--- config.mk ---
export PLATFORM = sky130hd
export DESIGN_NAME = aes_control
export DESIGN_NICKNAME = d
export VERILOG_FILES = /design/src/aes_pkg.sv /design/src/aes_control.sv
export SDC_FILE = /design/constraint.sdc
export NUM_CORES = 1
export LEC_CHECK = 0
export BUFFER_PORTS_ARGS = -buffer_cell sky130_fd_sc_hd__buf_2
export CORE_MARGIN = 1.5
export CORE_UTILIZATION = 47
export DETAILED_ROUTE_END_ITERATION = 10
export PLACE_DENSITY = 0.83
export SYNTH_ARGS = -nofsm -noshare
export SYNTH_HDL_FRONTEND = slang
export SYNTH_SLANG_ARGS = --single-unit
--- constraint.sdc ---
create_clock -name aclk -period 2.01 [get_ports aclk]
set_clock_uncertainty 0.15 [all_clocks]
set_input_delay 0.402 -clock aclk [delete_from_list [all_inputs] [get_ports aclk]]
set_output_delay 0.402 -clock aclk [all_outputs]
set_load 0.05 [all_outputs]
--- src/aes_pkg.sv ---
// Shared types, constants and round functions for the AES-128 ECB block.
// No dependencies.
package aes_pkg;

    typedef struct packed {
        logic [63:0] data_high;
        logic [63:0] data_low;
        logic        last_block;
    } aes_in_t;

    typedef struct packed {
        logic [63:0] out_high;
        logic [63:0] out_low;
        logic        last_out;
    } aes_out_t;

    localparam logic [1:0] REG_KEY_HIGH = 2'd0;
    localparam logic [1:0] REG_KEY_LOW  = 2'd1;
    localparam logic [1:0] REG_DECRYPT  = 2'd2;
    localparam int unsigned NUM_ROUNDS  = 10;
    localparam int unsigned RND_W       = 4;
    localparam logic [7:0] RCON_FIRST   = 8'h01;
    localparam logic [7:0] GF_POLY      = 8'h1b;

    typedef enum logic [1:0] {
        DP_IDLE,
        DP_EXPAND,
        DP_LOAD,
        DP_ROUND
    } dp_op_t;

    typedef struct packed {
        dp_op_t           op;
        logic [RND_W-1:0] rnd;
        logic             last_round;
        logic             decrypt;
    } aes_cmd_t;

    localparam logic [7:0] SBOX_FWD [256] = '{
        8'h63,8'h7c,8'h77,8'h7b,8'hf2,8'h6b,8'h6f,8'hc5,8'h30,8'h01,8'h67,8'h2b,8'hfe,8'hd7,8'hab,8'h76,
        8'hca,8'h82,8'hc9,8'h7d,8'hfa,8'h59,8'h47,8'hf0,8'had,8'hd4,8'ha2,8'haf,8'h9c,8'ha4,8'h72,8'hc0,
        8'hb7,8'hfd,8'h93,8'h26,8'h36,8'h3f,8'hf7,8'hcc,8'h34,8'ha5,8'he5,8'hf1,8'h71,8'hd8,8'h31,8'h15,
        8'h04,8'hc7,8'h23,8'hc3,8'h18,8'h96,8'h05,8'h9a,8'h07,8'h12,8'h80,8'he2,8'heb,8'h27,8'hb2,8'h75,
        8'h09,8'h83,8'h2c,8'h1a,8'h1b,8'h6e,8'h5a,8'ha0,8'h52,8'h3b,8'hd6,8'hb3,8'h29,8'he3,8'h2f,8'h84,
        8'h53,8'hd1,8'h00,8'hed,8'h20,8'hfc,8'hb1,8'h5b,8'h6a,8'hcb,8'hbe,8'h39,8'h4a,8'h4c,8'h58,8'hcf,
        8'hd0,8'hef,8'haa,8'hfb,8'h43,8'h4d,8'h33,8'h85,8'h45,8'hf9,8'h02,8'h7f,8'h50,8'h3c,8'h9f,8'ha8,
        8'h51,8'ha3,8'h40,8'h8f,8'h92,8'h9d,8'h38,8'hf5,8'hbc,8'hb6,8'hda,8'h21,8'h10,8'hff,8'hf3,8'hd2,
        8'hcd,8'h0c,8'h13,8'hec,8'h5f,8'h97,8'h44,8'h17,8'hc4,8'ha7,8'h7e,8'h3d,8'h64,8'h5d,8'h19,8'h73,
        8'h60,8'h81,8'h4f,8'hdc,8'h22,8'h2a,8'h90,8'h88,8'h46,8'hee,8'hb8,8'h14,8'hde,8'h5e,8'h0b,8'hdb,
        8'he0,8'h32,8'h3a,8'h0a,8'h49,8'h06,8'h24,8'h5c,8'hc2,8'hd3,8'hac,8'h62,8'h91,8'h95,8'he4,8'h79,
        8'he7,8'hc8,8'h37,8'h6d,8'h8d,8'hd5,8'h4e,8'ha9,8'h6c,8'h56,8'hf4,8'hea,8'h65,8'h7a,8'hae,8'h08,
        8'hba,8'h78,8'h25,8'h2e,8'h1c,8'ha6,8'hb4,8'hc6,8'he8,8'hdd,8'h74,8'h1f,8'h4b,8'hbd,8'h8b,8'h8a,
        8'h70,8'h3e,8'hb5,8'h66,8'h48,8'h03,8'hf6,8'h0e,8'h61,8'h35,8'h57,8'hb9,8'h86,8'hc1,8'h1d,8'h9e,
        8'he1,8'hf8,8'h98,8'h11,8'h69,8'hd9,8'h8e,8'h94,8'h9b,8'h1e,8'h87,8'he9,8'hce,8'h55,8'h28,8'hdf,
        8'h8c,8'ha1,8'h89,8'h0d,8'hbf,8'he6,8'h42,8'h68,8'h41,8'h99,8'h2d,8'h0f,8'hb0,8'h54,8'hbb,8'h16
    };

    localparam logic [7:0] SBOX_INV [256] = '{
        8'h52,8'h09,8'h6a,8'hd5,8'h30,8'h36,8'ha5,8'h38,8'hbf,8'h40,8'ha3,8'h9e,8'h81,8'hf3,8'hd7,8'hfb,
        8'h7c,8'he3,8'h39,8'h82,8'h9b,8'h2f,8'hff,8'h87,8'h34,8'h8e,8'h43,8'h44,8'hc4,8'hde,8'he9,8'hcb,
        8'h54,8'h7b,8'h94,8'h32,8'ha6,8'hc2,8'h23,8'h3d,8'hee,8'h4c,8'h95,8'h0b,8'h42,8'hfa,8'hc3,8'h4e,
        8'h08,8'h2e,8'ha1,8'h66,8'h28,8'hd9,8'h24,8'hb2,8'h76,8'h5b,8'ha2,8'h49,8'h6d,8'h8b,8'hd1,8'h25,
        8'h72,8'hf8,8'hf6,8'h64,8'h86,8'h68,8'h98,8'h16,8'hd4,8'ha4,8'h5c,8'hcc,8'h5d,8'h65,8'hb6,8'h92,
        8'h6c,8'h70,8'h48,8'h50,8'hfd,8'hed,8'hb9,8'hda,8'h5e,8'h15,8'h46,8'h57,8'ha7,8'h8d,8'h9d,8'h84,
        8'h90,8'hd8,8'hab,8'h00,8'h8c,8'hbc,8'hd3,8'h0a,8'hf7,8'he4,8'h58,8'h05,8'hb8,8'hb3,8'h45,8'h06,
        8'hd0,8'h2c,8'h1e,8'h8f,8'hca,8'h3f,8'h0f,8'h02,8'hc1,8'haf,8'hbd,8'h03,8'h01,8'h13,8'h8a,8'h6b,
        8'h3a,8'h91,8'h11,8'h41,8'h4f,8'h67,8'hdc,8'hea,8'h97,8'hf2,8'hcf,8'hce,8'hf0,8'hb4,8'he6,8'h73,
        8'h96,8'hac,8'h74,8'h22,8'he7,8'had,8'h35,8'h85,8'he2,8'hf9,8'h37,8'he8,8'h1c,8'h75,8'hdf,8'h6e,
        8'h47,8'hf1,8'h1a,8'h71,8'h1d,8'h29,8'hc5,8'h89,8'h6f,8'hb7,8'h62,8'h0e,8'haa,8'h18,8'hbe,8'h1b,
        8'hfc,8'h56,8'h3e,8'h4b,8'hc6,8'hd2,8'h79,8'h20,8'h9a,8'hdb,8'hc0,8'hfe,8'h78,8'hcd,8'h5a,8'hf4,
        8'h1f,8'hdd,8'ha8,8'h33,8'h88,8'h07,8'hc7,8'h31,8'hb1,8'h12,8'h10,8'h59,8'h27,8'h80,8'hec,8'h5f,
        8'h60,8'h51,8'h7f,8'ha9,8'h19,8'hb5,8'h4a,8'h0d,8'h2d,8'he5,8'h7a,8'h9f,8'h93,8'hc9,8'h9c,8'hef,
        8'ha0,8'he0,8'h3b,8'h4d,8'hae,8'h2a,8'hf5,8'hb0,8'hc8,8'heb,8'hbb,8'h3c,8'h83,8'h53,8'h99,8'h61,
        8'h17,8'h2b,8'h04,8'h7e,8'hba,8'h77,8'hd6,8'h26,8'he1,8'h69,8'h14,8'h63,8'h55,8'h21,8'h0c,8'h7d
    };

    function automatic logic [7:0] gf_dbl(input logic [7:0] v);
        gf_dbl = {v[6:0], 1'b0} ^ (v[7] ? GF_POLY : 8'h00);
    endfunction

    function automatic logic [31:0] mix_col(input logic [31:0] col, input logic inv);
        logic [7:0] a [4];
        logic [7:0] x2 [4];
        logic [7:0] x4 [4];
        logic [7:0] x8 [4];
        logic [7:0] m9 [4];
        logic [7:0] m11 [4];
        logic [7:0] m13 [4];
        logic [7:0] m14 [4];
        logic [31:0] res;
        for (int r = 0; r < 4; r++) begin
            a[r]  = col[31-8*r -: 8];
            x2[r] = gf_dbl(a[r]);
            x4[r] = gf_dbl(x2[r]);
            x8[r] = gf_dbl(x4[r]);
            m9[r]  = x8[r] ^ a[r];
            m11[r] = x8[r] ^ x2[r] ^ a[r];
            m13[r] = x8[r] ^ x4[r] ^ a[r];
            m14[r] = x8[r] ^ x4[r] ^ x2[r];
        end
        for (int r = 0; r < 4; r++) begin
            if (inv) begin
                res[31-8*r -: 8] = m14[r] ^ m11[(r+1)%4] ^ m13[(r+2)%4] ^ m9[(r+3)%4];
            end else begin
                res[31-8*r -: 8] = x2[r] ^ x2[(r+1)%4] ^ a[(r+1)%4] ^ a[(r+2)%4]
                                   ^ a[(r+3)%4];
            end
        end
        mix_col = res;
    endfunction

endpackage

--- src/aes_control.sv ---
// Sequencer for the AES-128 block: key expansion, round count and handshakes.
// Depends on aes_pkg.
module aes_control
    import aes_pkg::*;
(
    input  logic     aclk,
    input  logic     aresetn,
    input  logic     keys_stale,
    input  logic     decrypt,
    input  logic     s_valid,
    output logic     s_ready,
    output logic     m_valid,
    input  logic     m_ready,
    output logic     key_load,
    output aes_cmd_t cmd
);

    typedef enum logic [1:0] {
        ST_IDLE,
        ST_EXPAND,
        ST_ROUND,
        ST_DONE
    } state_t;

    state_t           state_reg;
    logic [RND_W-1:0] cnt_reg;
    logic             ready_reg;
    logic             dec_reg;

    assign s_ready  = (state_reg == ST_IDLE) && ready_reg && !keys_stale;
    assign m_valid  = (state_reg == ST_DONE);
    assign key_load = (state_reg == ST_EXPAND) && (cnt_reg == '0);

    always_comb begin
        cmd.op = DP_IDLE;
        cmd.rnd = cnt_reg;
        cmd.decrypt = dec_reg;
        cmd.last_round = 1'b0;
        case (state_reg)
            ST_IDLE: begin
                cmd.decrypt = decrypt;
                if (s_valid && s_ready) begin
                    cmd.op  = DP_LOAD;
                    cmd.rnd = decrypt ? RND_W'(NUM_ROUNDS) : '0;
                end
            end
            ST_EXPAND: cmd.op = DP_EXPAND;
            ST_ROUND: begin
                cmd.op = DP_ROUND;
                cmd.last_round = dec_reg ? (cnt_reg == '0) : (cnt_reg == RND_W'(NUM_ROUNDS));
            end
            default: cmd.op = DP_IDLE;
        endcase
    end

    always_ff @(posedge aclk) begin
        if (!aresetn) begin
            state_reg <= ST_IDLE;
            cnt_reg   <= '0;
            ready_reg <= 1'b0;
            dec_reg   <= 1'b0;
        end else begin
            case (state_reg)
                ST_IDLE: begin
                    if (keys_stale || !ready_reg) begin
                        state_reg <= ST_EXPAND;
                        cnt_reg   <= '0;
                        ready_reg <= 1'b0;
                    end else if (s_valid) begin
                        state_reg <= ST_ROUND;
                        dec_reg   <= decrypt;
                        cnt_reg   <= decrypt ? RND_W'(NUM_ROUNDS - 1) : RND_W'(1);
                    end
                end
                ST_EXPAND: begin
                    if (cnt_reg == RND_W'(NUM_ROUNDS)) begin
                        state_reg <= ST_IDLE;
                        ready_reg <= 1'b1;
                    end else begin
                        cnt_reg <= cnt_reg + 1'b1;
                    end
                end
                ST_ROUND: begin
                    if (cmd.last_round) begin
                        state_reg <= ST_DONE;
                    end else begin
                        cnt_reg <= dec_reg ? cnt_reg - 1'b1 : cnt_reg + 1'b1;
                    end
                end
                ST_DONE: begin
                    if (m_ready) begin
                        state_reg <= ST_IDLE;
                    end
                end
                default: state_reg <= ST_IDLE;
            endcase
        end
    end

endmodule

==> impl_results.md <==
* CP required at 1.46 ns
* Post-Synthesis Cell Area at 748 um2
* DP Cell Count at 138
* Hold Crit Start: aresetn
* Hpwl dp at 1570 um
* Crit Path Class: flop to primary output
* Max FO, Critical Path at 4
* R2R Path Start: state_reg[0]$_SDFFE_PN0P_
* Vias in the first global route at 916
* Slowest stage delay, CP at 0.37 ns
* Total power at 1490 uW
* Placement Setup Slack at 0.0225 ns
* Largest register FFs at 4
* Area contributors post-synth: dfxtp_1, ha_1, nand2_1
* Synth area leader: dfxtp_1
* Vias/cell at 6.05
* Clock Tree Root: clkbuf_4
* Leakage power at 0.000567 uW
* Synthesized area per cell at 7.96 um2
* Failing checks: setup timing
* Hold Path Sink: cnt_reg[3]$_SDFFE_PN0P_
* Status: finished with violations
* Final setup fails at 7
* Layout cells sized above 1 at 59.0%
* Post-CTS Hold Fix Bufs at 0
* Synth top cells by count: nand2_1, inv_1, ha_1, dfxtp_1, nor2_1
* Die area at 0.00184 mm2
* R2r setup slk at -0.11 ns
* Largest buffer count on any clock path at 2
* Count of final hold-check violations at 0
* Clock Latency Late Sink at 0.28 ns
* WL/cell at 17.8 um
* Drt initial violations at 20
* Critical-path top delay cell: dfxtp_4
* Worst R2R Path Depth at 10
* Netlist cell types at 37
* Synth Flop Type: dfxtp_1
* CTS tree: built
* Largest net degree at the start of global routing at 9
* Vias at 908
* Reg clk slew, reported paths at 0.07 ns
* H-tree depth at 1
* Register area share after synthesis at 21.4%
* Rel. slew slack at 78.1%
* Max-cap viol count at 0
* Fin crit share at 108%
* P&R area growth vs syn at 74.7%
* Remaining Overflow, GRT at 0
* Cells after synthesis at 94
* RR Endpoint: state_reg[0]$_SDFFE_PN0P_
* CP endpoint kind: primary output
* Top cell by count, worst path: buf_6
* Initial antenna violation count at 0
* Most common cell in the netlist: nand2_1
* RSZ-0062 raised after global routing: yes
* Die Y at 42.9 um
* DRC Markers at 0
* Rows at 14
* Die width at 42.9 um
* Clock buffer count from CTS at 3
* Hold-critical path depth at 3
* Worst VDD drop at 1.00 mV
* Fmax at 462 MHz
* Core area at 0.00151 mm2
* Hold Path Class: primary input to flop
* Fin Hold WS at 0.235 ns
* Routed Antenna Nets at 0
* Ant diodes at 0
* Drt first pass iters at 5
* Synth top area share at 21.4%
* Power per cell area at 1140 mW/mm2
* Slew of the pin with the lowest slew margin at 0.329 ns
* CTS sink cnt at 8
* Fin cells at 150
* WP data arrival at 1.61 ns
* Global-route wire length before repair at 4080 um
* Final WS setup at -0.156 ns
* Yosys Warn Count at 0
* Max Slew Vio Count at 0
* # nets final at 150
* Input/output buffers at 16
* Critical path, cell by cell: inv_4 -> ha_4 -> nand3b_1 -> clkinvlp_4 -> buf_6 -> a21oi_4 -> buf_6
* Worst Setup Start Kind: flop
* Drt total wl at 2670 um
* Post-Syn Nets at 109
* Post-synthesis register bit count at 8
* Initial core utilization at 49.7%
* Util after Layout at 86.8%
* EDFF count, synth at 0
* Synth async-reset ratio at 0%
* Crit path time final at 2.17 ns
* Top Ports at 17
* Gr usage total at 30.9%
* RD Place Congestion at 0.858
routing by layer:
metal	vias up	track usage, %	routed length (um)
met5	-	0	0
met4	0	25.0	124
met3	15	7.23	122
met2	44	52.7	1410
met1	436	31.5	1010
li1	413	-	-
logic make-up (layout without fill, tap and decap cells):
family / Yosys count / in the layout / share of synthesized area (%)
AO/OA/AOI/OAI: 19 / 19 / 18.9
XOR/XNOR: 2 / 2 / 2.34
adder cells (fa/ha/maj): 9 / 9 / 15.1
buffers and inverters: 14 / 54 / 8.53
flip-flops: 8 / 8 / 21.4
multiplexers: 5 / 5 / 7.02
AND/OR/NAND/NOR: 37 / 37 / 26.8
placed cells by master, fill, tap and decap left out, types with 4 or more instances in the layout:
cell | netlist | routed
nor2_1 | 8 | 8
buf_2 | 0 | 7
nand2_1 | 13 | 8
buf_6 | 0 | 10
inv_4 | 0 | 4
ha_1 | 9 | 5
buf_4 | 3 | 20
dfxtp_2 | 0 | 4
how the worst max path moves through the flow:
stage / depth (start not counted) / endpoint / startpoint
6_report: 7 / cmd[2] / state_reg[0]$_SDFFE_PN0P_
5_1_grt: 8 / cmd[3] / state_reg[1]$_SDFFE_PN0P_
4_1_cts: 7 / cmd[4] / state_reg[0]$_SDFFE_PN0P_
3_5_place_dp: 6 / state_reg[0]$_SDFFE_PN0P_ / cnt_reg[0]$_SDFFE_PN0P_
3_3_place_gp: 6 / state_reg[0]$_SDFFE_PN0P_ / cnt_reg[0]$_SDFFE_PN0P_
2_1_floorplan: 6 / cmd[4] / state_reg[1]$_SDFFE_PN0P_
timing repair:
action / in CTS / in global routing
pin swaps: 2 / 6
resized for setup: 27 / 19
endpoints found under the hold margin: 0 / 0
endpoints found under the setup margin: 9 / 12
setup buffers: 5 / 3
worst max-delay path, delay by kind of cell (launching register included):
family | cells | cell delay (ns)
AO/OA/AOI/OAI | 1 | 0.12
adder cells (fa/ha/maj) | 1 | 0.14
buffers and inverters | 4 | 0.57
flip-flops | 1 | 0.37
AND/OR/NAND/NOR | 1 | 0.14
layout make-up:
cell class / instances / area (um2)
flip-flops and latches: 8 / 169
inverters: 10 / 51.3
fillers: 71 / 199
well taps: 16 / 20.0
repair buffers: 40 / 343
multi-input cells: 72 / 698
clock buffers: 4 / 26.3
per-stage QoR:
stage / setup TNS, ns / instance area, um2
2_1_floorplan: -0.321 / 857
3_3_place_gp: 0 / 1050
3_5_place_dp: 0 / 1050
4_1_cts: -0.593 / 1200
5_1_grt: -1.48 / 1310
6_report: -0.889 / 1310
power by group:
group          internal [uW]  total (uW)  switching (uW)  leakage, uW
combinational            494        1120             623     0.000484
sequential               194         226            31.4    0.0000674
clock                   77.0         151            74.2    0.0000150
total                    765        1490             729     0.000567
No activity file was read; power rests on OpenSTA's default activity.
